## config.mk

```make
export PLATFORM = sky130hd
export DESIGN_NAME = scancode_to_ascii_translator
export DESIGN_NICKNAME = d
export VERILOG_FILES = /design/src/sct_pkg.sv /design/src/sct_flags.sv /design/src/sct_xlate.sv /design/src/scancode_to_ascii_translator.sv
export SDC_FILE = /design/constraint.sdc
export NUM_CORES = 1
export LEC_CHECK = 0
export BUFFER_PORTS_ARGS = -buffer_cell sky130_fd_sc_hd__buf_2
export CAP_MARGIN = 25
export CORE_MARGIN = 2
export CORE_UTILIZATION = 49
export CTS_CLUSTER_DIAMETER = 100
export DETAILED_ROUTE_END_ITERATION = 10
export PLACE_DENSITY = 0.67
export SLEW_MARGIN = 10
export SYNTH_ARGS = -nofsm -noshare
export SYNTH_HDL_FRONTEND = slang
export SYNTH_SLANG_ARGS = --single-unit
```

## constraint.sdc

```tcl
create_clock -name clock -period 3.7 [get_ports clock]
set_input_delay 0.37 -clock clock [delete_from_list [all_inputs] [get_ports clock]]
set_output_delay 0.37 -clock clock [all_outputs]
set_load 0.1 [all_outputs]
```

## src/sct_pkg.sv

```systemverilog
// ----------------------------------------------------------------------------
// sct_pkg
// shared types, scancode constants and character roms for the
// set-1 scancode to ascii translator
// ----------------------------------------------------------------------------
package sct_pkg;

   typedef logic [7:0] code_type;
   typedef logic [6:0] char_type;

   typedef struct packed {
      logic control;
      logic shift;
      logic caps;
   } flags_type;

   localparam code_type CODE_CTRL_MAKE  = 8'h1D;
   localparam code_type CODE_CTRL_BREAK = 8'h9D;
   localparam code_type CODE_SHIFT_MAKE  = 8'h2A;
   localparam code_type CODE_SHIFT_BREAK = 8'hAA;
   localparam code_type CODE_CAPS_MAKE  = 8'h3A;
   localparam code_type CODE_BACKSPACE  = 8'h0E;

   localparam char_type CHAR_NONE      = 7'h00;
   localparam char_type CHAR_BACKSPACE = 7'h08;
   localparam char_type CHAR_LOWER_A   = 7'h61;
   localparam char_type CHAR_LOWER_Z   = 7'h7A;
   localparam char_type CHAR_CTRL_BIAS = 7'h60;

   function automatic char_type plain_char(input logic [6:0] idx);
      char_type c;
      case (idx)
         7'h02: c = 7'h31; 7'h03: c = 7'h32; 7'h04: c = 7'h33; 7'h05: c = 7'h34;
         7'h06: c = 7'h35; 7'h07: c = 7'h36; 7'h08: c = 7'h37; 7'h09: c = 7'h38;
         7'h0A: c = 7'h39; 7'h0B: c = 7'h30; 7'h0C: c = 7'h2D; 7'h0D: c = 7'h3D;
         7'h10: c = 7'h71; 7'h11: c = 7'h77; 7'h12: c = 7'h65; 7'h13: c = 7'h72;
         7'h14: c = 7'h74; 7'h15: c = 7'h79; 7'h16: c = 7'h75; 7'h17: c = 7'h69;
         7'h18: c = 7'h6F; 7'h19: c = 7'h70; 7'h1A: c = 7'h5B; 7'h1B: c = 7'h5D;
         7'h1C: c = 7'h0A;
         7'h1E: c = 7'h61; 7'h1F: c = 7'h73; 7'h20: c = 7'h64; 7'h21: c = 7'h66;
         7'h22: c = 7'h67; 7'h23: c = 7'h68; 7'h24: c = 7'h6A; 7'h25: c = 7'h6B;
         7'h26: c = 7'h6C; 7'h27: c = 7'h3B; 7'h28: c = 7'h27; 7'h29: c = 7'h60;
         7'h2B: c = 7'h5C;
         7'h2C: c = 7'h7A; 7'h2D: c = 7'h78; 7'h2E: c = 7'h63; 7'h2F: c = 7'h76;
         7'h30: c = 7'h62; 7'h31: c = 7'h6E; 7'h32: c = 7'h6D; 7'h33: c = 7'h2C;
         7'h34: c = 7'h2E; 7'h35: c = 7'h2F; 7'h39: c = 7'h20;
         default: c = CHAR_NONE;
      endcase
      return c;
   endfunction

   function automatic char_type shifted_char(input logic [6:0] idx);
      char_type c;
      case (idx)
         7'h02: c = 7'h21; 7'h03: c = 7'h40; 7'h04: c = 7'h23; 7'h05: c = 7'h24;
         7'h06: c = 7'h25; 7'h07: c = 7'h5E; 7'h08: c = 7'h26; 7'h09: c = 7'h2A;
         7'h0A: c = 7'h28; 7'h0B: c = 7'h29; 7'h0C: c = 7'h5F; 7'h0D: c = 7'h2B;
         7'h10: c = 7'h51; 7'h11: c = 7'h57; 7'h12: c = 7'h45; 7'h13: c = 7'h52;
         7'h14: c = 7'h54; 7'h15: c = 7'h59; 7'h16: c = 7'h55; 7'h17: c = 7'h49;
         7'h18: c = 7'h4F; 7'h19: c = 7'h50; 7'h1A: c = 7'h7B; 7'h1B: c = 7'h7D;
         7'h1C: c = 7'h0A;
         7'h1E: c = 7'h41; 7'h1F: c = 7'h53; 7'h20: c = 7'h44; 7'h21: c = 7'h46;
         7'h22: c = 7'h47; 7'h23: c = 7'h48; 7'h24: c = 7'h4A; 7'h25: c = 7'h4B;
         7'h26: c = 7'h4C; 7'h27: c = 7'h3A; 7'h28: c = 7'h22; 7'h29: c = 7'h7E;
         7'h2B: c = 7'h7C;
         7'h2C: c = 7'h5A; 7'h2D: c = 7'h58; 7'h2E: c = 7'h43; 7'h2F: c = 7'h56;
         7'h30: c = 7'h42; 7'h31: c = 7'h4E; 7'h32: c = 7'h4D; 7'h33: c = 7'h3C;
         7'h34: c = 7'h3E; 7'h35: c = 7'h3F; 7'h39: c = 7'h20;
         default: c = CHAR_NONE;
      endcase
      return c;
   endfunction

endpackage

```

## src/sct_flags.sv

```systemverilog
// ----------------------------------------------------------------------------
// sct_flags
// control, shift and caps-lock flags, updated by each processed item
// ----------------------------------------------------------------------------
module sct_flags (
   input  logic               clock,
   input  logic               reset,
   input  logic               update,
   input  sct_pkg::code_type  code,
   output sct_pkg::flags_type flags_next
);
   import sct_pkg::*;

   flags_type flags_ff;

   always_comb begin
      flags_next = flags_ff;
      unique case (code)
         CODE_CTRL_MAKE:   flags_next.control = 1'b1;
         CODE_CTRL_BREAK:  flags_next.control = 1'b0;
         CODE_SHIFT_MAKE:  flags_next.shift   = 1'b1;
         CODE_SHIFT_BREAK: flags_next.shift   = 1'b0;
         CODE_CAPS_MAKE:   flags_next.caps    = ~flags_ff.caps;
         default:          flags_next = flags_ff;
      endcase
   end

   always_ff @(posedge clock) begin
      if (reset) begin
         flags_ff <= '0;
      end else if (update) begin
         flags_ff <= flags_next;
      end
   end

   assert property (@(posedge clock) disable iff (reset)
      (update && code == CODE_CTRL_MAKE) |=> flags_ff.control)
      else $error("control flag not set by control make");

   assert property (@(posedge clock) disable iff (reset)
      (update && code == CODE_CAPS_MAKE) |=> (flags_ff.caps != $past(flags_ff.caps)))
      else $error("caps flag not toggled");

endmodule

```

## src/sct_xlate.sv

```systemverilog
// ----------------------------------------------------------------------------
// sct_xlate
// maps one scancode and the current flags to an ascii character
// ----------------------------------------------------------------------------
module sct_xlate (
   input  sct_pkg::code_type  code,
   input  sct_pkg::flags_type flags,
   output sct_pkg::char_type  ascii
);
   import sct_pkg::*;

   char_type low;
   char_type high;
   logic     is_letter;

   assign low       = plain_char(code[6:0]);
   assign high      = shifted_char(code[6:0]);
   assign is_letter = (low >= CHAR_LOWER_A) && (low <= CHAR_LOWER_Z);

   always_comb begin
      if (code[7]) begin
         ascii = CHAR_NONE;
      end else if (code == CODE_BACKSPACE) begin
         ascii = CHAR_BACKSPACE;
      end else if (is_letter) begin
         if (flags.control) begin
            ascii = low - CHAR_CTRL_BIAS;
         end else begin
            ascii = (flags.shift ^ flags.caps) ? high : low;
         end
      end else begin
         ascii = flags.shift ? high : low;
      end
   end

endmodule

```

## src/scancode_to_ascii_translator.sv

```systemverilog
// ----------------------------------------------------------------------------
// scancode_to_ascii_translator
// set-1 scancode bytes in, ascii characters out (0 means no character)
//
//   channel  direction  payload
//   req      in         req_scan_code  [7:0]
//   rsp      out        rsp_ascii_char [6:0]
//
// one item per cycle sustained while rsp_stall is low; input register to
// result register, with the rom lookup and flag update between them
// reset clears both valid bits and the modifier flags
// a stalled result holds the result register; the input register then
// holds and stalls req, so at most two items are in flight
// ----------------------------------------------------------------------------
module scancode_to_ascii_translator (
   input  logic              clock,
   input  logic              reset,
   input  logic              req_valid,
   output logic              req_stall,
   input  sct_pkg::code_type req_scan_code,
   output logic              rsp_valid,
   input  logic              rsp_stall,
   output sct_pkg::char_type rsp_ascii_char
);
   import sct_pkg::*;

   logic      in_valid_ff;
   code_type  in_code_ff;
   logic      out_valid_ff;
   char_type  out_char_ff;
   logic      advance;
   logic      in_load;
   flags_type flags_next;
   char_type  out_char_in;

   assign advance   = ~out_valid_ff | ~rsp_stall;
   assign in_load   = ~in_valid_ff | advance;
   assign req_stall = ~in_load;

   sct_flags u_flags (
      .clock      (clock),
      .reset      (reset),
      .update     (in_valid_ff & advance),
      .code       (in_code_ff),
      .flags_next (flags_next)
   );

   sct_xlate u_xlate (
      .code  (in_code_ff),
      .flags (flags_next),
      .ascii (out_char_in)
   );

   always_ff @(posedge clock) begin
      if (reset) begin
         in_valid_ff  <= 1'b0;
         out_valid_ff <= 1'b0;
      end else begin
         if (in_load) begin
            in_valid_ff <= req_valid;
         end
         if (advance) begin
            out_valid_ff <= in_valid_ff;
         end
      end
   end

   always_ff @(posedge clock) begin
      if (in_load && req_valid) begin
         in_code_ff <= req_scan_code;
      end
      if (advance && in_valid_ff) begin
         out_char_ff <= out_char_in;
      end
   end

   assign rsp_valid      = out_valid_ff;
   assign rsp_ascii_char = out_char_ff;

   assert property (@(posedge clock) disable iff (reset)
      (in_valid_ff && advance && in_code_ff[7]) |=> (rsp_valid && rsp_ascii_char == CHAR_NONE))
      else $error("break code gave a character");

   assert property (@(posedge clock) disable iff (reset)
      (in_valid_ff && advance && in_code_ff == CODE_BACKSPACE)
      |=> (rsp_valid && rsp_ascii_char == CHAR_BACKSPACE))
      else $error("backspace not translated");

endmodule

```

==> results of run 1 <==
==> cell families after synthesis <==
| family | count (synthesis) | synth area share, % |
|---|---|---|
| compound gates | 132 | 31.3 |
| xor+xnor | 7 | 2.02 |
| fa+ha+maj | 13 | 5.37 |
| buf+inv | 46 | 6.53 |
| flops | 34 | 27.4 |
| mux | 19 | 7.19 |
| simple gates | 110 | 20.1 |
==> area by class of cell <==
cell class / instances / area [um^2] / area share, %
sequential: 34 / 832 / 25.3
timing repair buffer: 27 / 153 / 4.65
clock inverter: 3 / 68.8 / 2.10
clock buffer: 5 / 68.8 / 2.10
multi-input combinational: 281 / 2000 / 60.9
inverter: 18 / 67.6 / 2.06
tap: 75 / 93.8 / 2.86
==> worst reg2reg max path: cells and delay by family, from the launching register on <==
kind,cells,cell delay [ns]
mux,1,0.37
buf+inv,2,0.25
xor+xnor,1,0.17
fa+ha+maj,1,0.51
simple gates,2,0.59
flops,1,0.37
compound gates,4,0.85
==> worst paths after layout <==
path	end	slack, ns	from	cells after the start
setup reg to reg	flop	0.51	in_valid_ff$_SDFFE_PP0N_	11
hold / removal	in_code_ff[7]$_DFFE_PN_	0.25	req_scan_code[7]	1
setup / recovery	flop	0.51	in_valid_ff$_SDFFE_PP0N_	11
hold reg to reg	rsp_valid$_SDFFE_PP0P_	0.53	in_valid_ff$_SDFFE_PP0N_	2
==> power groups by stage <==
stage / registers (mW) / clock network [mW] / logic [mW]
floorplan: 0.495 / 0 / 0.247
global placement: 0.479 / 0 / 0.352
detailed placement: 0.480 / 0 / 0.352
CTS: 0.471 / 0.422 / 0.354
global route: 0.478 / 0.436 / 0.389
finish: 0.472 / 0.413 / 0.363
==> per-stage QoR <==
stage          total power, mW  hold WS (ns)  utilization (%)
2_1_floorplan            0.742         0.435                -
4_1_cts                   1.25         0.240             55.1
6_report                  1.25         0.252             55.1
3_3_place_gp             0.831         0.498             52.8
5_1_grt                   1.30         0.240             55.1
3_5_place_dp             0.831         0.515             52.8
==> synth_stat cells (2+ instances only) <==
library cell / n / area (um^2)
nand2_1: 27 / 101
a21oi_1: 22 / 110
o21ai_0: 22 / 110
dfxtp_1: 19 / 380
nor2_1: 19 / 71.3
nand3_1: 16 / 80.1
edfxtp_1: 15 / 450
inv_1: 15 / 56.3
mux2i_1: 15 / 150
buf_2: 14 / 70.1
clkbuf_1: 13 / 48.8
ha_1: 13 / 163
nand2b_1: 9 / 56.3
nor2b_1: 9 / 56.3
a211oi_1: 8 / 60.1
o211ai_1: 6 / 45.0
o21a_1: 6 / 45.0
a211o_1: 5 / 43.8
a221oi_1: 5 / 43.8
a32oi_1: 5 / 43.8
and2_1: 5 / 31.3
o2111ai_1: 5 / 43.8
o221ai_1: 5 / 43.8
xnor2_1: 5 / 43.8
a21o_1: 4 / 30.0
o21ai_1: 4 / 20.0
o22ai_1: 4 / 25.0
a22oi_1: 3 / 22.5
a31o_1: 3 / 26.3
a31oi_1: 3 / 18.8
inv_2: 3 / 11.3
nand4_1: 3 / 18.8
nor3_1: 3 / 15.0
o32ai_1: 3 / 26.3
a21boi_1: 2 / 15.0
a311oi_1: 2 / 17.5
mux2_2: 2 / 22.5
mux2i_4: 2 / 45.0
nand4b_1: 2 / 17.5
o221a_2: 2 / 22.5
or3_1: 2 / 12.5
xor2_1: 2 / 17.5
==> metal layers <==
layer / up-vias / part of all wire, %
li1: 1388 / -
met1: 1365 / 41
met2: 167 / 46
met3: 27 / 9.6
met4: 0 / 3.4
met5: - / 0
==> results.py, run 1 <==
metrics = {
    "clock_network": {
        "cts_root_buffer": "clkbuf_8",
        "cts_resized": 0,
        "clk_latency_ns": 0.29,
        "path_clk_slew_ns": 0.08,
        "postCtsSetupRepairBufs": 0,
        "cts_buffers": 5,
        "cts_buffer_depth": 2,
        "clkSinkCount": 34,
        "htree_levels": 2,
        "ctsHoldBuffers": 0,
        "cts_tree": "built",
    },
    "final_layout": {
        "final_area_um2": 3280,
        "nets": 392,
        "layout-drive-gt1-share_pct": 15.2,
        "num-fill-cells": 551,
        "syn_to_final_growth_pct": 8.43,
        "layout_common_cells": "nand2_1, o21ai_0, a21oi_1",
        "final_common_cell": "nand2_1",
        "fin_cells": 443,
        "num_antenna_cells": 0,
    },
    "grt": {
        "first_global_vias": 2674,
        "grt_usage_pct": 26.3,
        "met2_usage_pct": 41.6,
        "grt_pass1_wl_um": 13600,
        "overflow": 0,
        "met3_usage_pct": 4.02,
        "grt_max_degree": 24,
        "grt_util_met1_pct": 34.9,
        "antenna_found_initial": 0,
        "busiest_layer": "met2",
    },
    "sta": {
        "period_needed_ns": 3.19,
        "fin_ws_ns": 0.514,
        "fmax_mhz": 314,
        "setup_tns_ns": 0,
        "slew_headroom_pct": 48.5,
        "slew_viol_final": 0,
        "finalCritPeriodShare_pct": 86.1,
        "tightest_slew_ns": 0.771,
        "finalSetupViolations": 0,
        "rsz0062_at_grt": "false",
        "finClkSkew_ns": 0.00974,
        "hold_viol": 0,
    },
    "floorplanning": {
        "dieArea_um2": 6820,
        "die_w_um": 82.6,
        "rows": 28,
        "fp.dieH_um": 82.6,
        "core_um2": 5960,
        "pin_count": 21,
        "initial_core_util_pct": 50.8,
    },
    "power": {
        "p_per_area_nw_per_um2": 380,
        "p_comb_share_pct": 29.1,
        "irDropWorstVdd_mv": 0.161,
        "clkPwrFrac_pct": 33.1,
        "p_int_mw": 0.832,
        "p_switching_mw": 0.416,
        "seq_power_share_pct": 37.8,
        "p_leak_nw": 1.26,
        "switching_share_pct": 33.4,
    },
    "detailed_routing": {
        "viasPerCell": 6.65,
        "wirelength_um": 8490,
        "vias": 2947,
        "avgRoutedWirePerCell_um": 19.2,
        "firstDrtPassIters": 5,
        "ant_nets": 0,
        "drtIter0Drc": 228,
        "drc_errors": 0,
    },
    "logic_synthesis": {
        "yosys_register_bits": 34,
        "synth.distinct_cells": 71,
        "ys.warnings.count": 0,
        "avgSynthCellArea_um2": 8.39,
        "synth_area_um2": 3030,
        "ys.flop_type": "dfxtp_1",
        "synthCells": 361,
        "async_flop_share_pct": 0,
        "synth_edf_count": 15,
        "syn_nets": 386,
        "yosysSeqAreaShare_pct": 27.4,
    },
    "worst_setup_path": {
        "crit_fanout": 14,
        "critPathSlowestCell": "ha_1",
        "start_kind": "flop",
        "path_buf_inv": 2,
        "crit_family": "compound AO/OA/AOI/OAI gates",
        "crit_chain": "nand3_1 > nand2_1 > buf_4 > inv_2 > mux2_2 > ha_1 > xor2_1 > o21ai_0 > a211oi_1 > a21oi_1 > o2111ai_1",
        "crit_type": "flop to flop",
        "critPathArrivalTime_ns": 3.38,
        "max_stage_delay_ns": 0.51,
        "worst_setup_path_end_kind": "flop",
        "worst_ep_required_time_ns": 3.90,
    },
    "place": {
        "dp_hpwl_um": 6180,
        "portBuffers": 20,
        "pre_cts_slack_ns": 0.484,
        "gp_congestion": 0.970,
        "dpl-instance-area_um2": 3150,
        "dp_cells": 435,
    },
    "job": {
        "maxCapViolCount": 0,
    },
    "outcome": {
        "outcome": "finished, final reports clean",
    },
    "worst_hold_path": {
        "hp-class": "primary input to flop",
    },
}
No activity file was read; power rests on OpenSTA's default activity.
==> run 2, diff against run 1 <==
--- a/config.mk
+++ b/config.mk
@@ -12,6 +12,7 @@
 export CTS_CLUSTER_DIAMETER = 100
 export DETAILED_ROUTE_END_ITERATION = 10
 export PLACE_DENSITY = 0.67
+export RECOVER_POWER = 100
 export SLEW_MARGIN = 10
 export SYNTH_ARGS = -nofsm -noshare
 export SYNTH_HDL_FRONTEND = slang
==> results.py, run 2 (synthesized netlist as in run 1, its figures left out) <==
metrics = {
    "detailed_routing": {
        "firstDrtPassIters": 6,
        "wirelength_um": 8520,
        "avgRoutedWirePerCell_um": 19.2,
        "met3WireLength_um": 744,
        "vias": 2983,
        "viasPerCell": 6.73,
        "met1_length_um": 3560,
        "met2_length_um": 3890,
        "drc_errors": 0,
        "routed.top_layer": "met4",
        "ant_nets": 0,
        "drtIter0Drc": 195,
    },
    "grt": {
        "grt_max_degree": 24,
        "overflow": 0,
        "grt_pass1_wl_um": 13600,
        "grt_usage_pct": 26.3,
        "antenna_found_initial": 0,
        "first_global_vias": 2674,
    },
    "worst_setup_path": {
        "r2r_start": "in_valid_ff$_SDFFE_PP0N_",
        "crit_start": "in_valid_ff$_SDFFE_PP0N_",
        "crit_fanout": 23,
        "critPathArrivalTime_ns": 3.52,
        "worst_setup_path_end_kind": "flop",
        "crit_type": "flop to flop",
        "start_kind": "flop",
        "worst_ep_required_time_ns": 3.86,
    },
    "sta": {
        "tightest_slew_ns": 1.17,
        "setup_tns_ns": 0,
        "slew_viol_final": 0,
        "slew_headroom_pct": 22.3,
        "fmax_mhz": 298,
        "rsz0062_at_grt": "false",
        "hold_viol": 0,
        "finClkSkew_ns": 0.0104,
        "finalSetupViolations": 0,
        "fin_ws_ns": 0.340,
        "finalCritPeriodShare_pct": 90.8,
        "period_needed_ns": 3.36,
        "hold_ws_ns": 0.256,
    },
    "power": {
        "p_total_mw": 1.24,
        "p_per_area_nw_per_um2": 386,
        "p_int_mw": 0.827,
        "p_leak_nw": 1.20,
        "p_comb_share_pct": 28.9,
        "p_switching_mw": 0.415,
        "clkPwrFrac_pct": 33.2,
        "seq_power_share_pct": 38.0,
        "irDropWorstVdd_mv": 0.163,
        "switching_share_pct": 33.4,
    },
    "place": {
        "dp_hpwl_um": 6180,
        "gp_congestion": 0.970,
        "dpl-instance-area_um2": 3150,
        "pre_cts_slack_ns": 0.484,
        "portBuffers": 20,
        "dp_cells": 435,
    },
    "outcome": {
        "outcome": "finished, final reports clean",
    },
    "floorplanning": {
        "core_um2": 5960,
        "die_w_um": 82.6,
        "dieArea_um2": 6820,
        "pin_count": 21,
        "fp.dieH_um": 82.6,
        "rows": 28,
        "initial_core_util_pct": 50.8,
    },
    "clock_network": {
        "cts_buffer_depth": 2,
        "cts_tree": "built",
        "cts_resized": 0,
        "clk_latency_ns": 0.29,
        "htree_levels": 2,
        "ctsHoldBuffers": 0,
        "cts_buffers": 5,
        "clkSinkCount": 34,
        "postCtsSetupRepairBufs": 0,
        "cts_root_buffer": "clkbuf_8",
        "path_clk_slew_ns": 0.08,
    },
    "final_layout": {
        "syn_to_final_growth_pct": 6.32,
        "final_area_um2": 3220,
        "layout_common_cells": "nand2_1, o21ai_0, a21oi_1",
        "num_antenna_cells": 0,
        "final_common_cell": "nand2_1",
        "fin_util_pct": 54.1,
        "fin_cells": 443,
        "layout-drive-gt1-share_pct": 8.97,
        "nets": 392,
    },
    "job": {
        "maxCapViolCount": 0,
    },
    "worst_hold_path": {
        "min_from": "req_scan_code[7]",
        "hp-class": "primary input to flop",
    },
}
[run 2: changes by cell type in the layout (fill, tap and decap cells not counted), sizes merged]
cell    previous run  this run
buf               27        10
clkbuf             5        22
[run 2: metal layers]
| layer | global-route usage [%] | vias to the layer above |
|---|---|---|
| li1 | - | 1387 |
| met1 | 34.9 | 1371 |
| met2 | 41.6 | 192 |
| met3 | 4.02 | 33 |
| met4 | 12.6 | 0 |
| met5 | 0 | - |
[run 2: power groups by stage]
stage	combinational (mW)	clock (mW)	sequential, mW
2_1_floorplan	0.247	0	0.495
3_3_place_gp	0.352	0	0.479
3_5_place_dp	0.352	0	0.480
4_1_cts	0.354	0.422	0.471
5_1_grt	0.383	0.436	0.477
6_report	0.358	0.412	0.472
[run 2: worst paths after layout]
kind                             end  slack, ns  cells past startpoint
max                             flop       0.34                      9
max reg2reg                     flop       0.34                      9
min          in_code_ff[7]$_DFFE_PN_       0.26                      1
min reg2reg   rsp_valid$_SDFFE_PP0P_       0.53                      2
[run 2: area by class of cell]
| type | count | area [um^2] |
|---|---|---|
| Clock buffer | 5 | 68.8 |
| Fill cell | 568 | 2740 |
| Clock inverter | 3 | 68.8 |
| Inverter | 18 | 67.6 |
| Multi-Input combinational cell | 281 | 1960 |
| Tap cell | 75 | 93.8 |
| Sequential cell | 34 | 832 |
| Timing Repair Buffer | 27 | 126 |
[run 2: worst max-delay path, cell delays in order, from the launching register on]
cell	delay, ns
dfxtp_1	0.33
nand3_1	0.39
nand2_1	0.10
buf_4	0.19
inv_1	0.08
clkbuf_1	0.76
o21ai_0	0.63
a32oi_1	0.33
o31ai_1	0.10
a211o_1	0.32
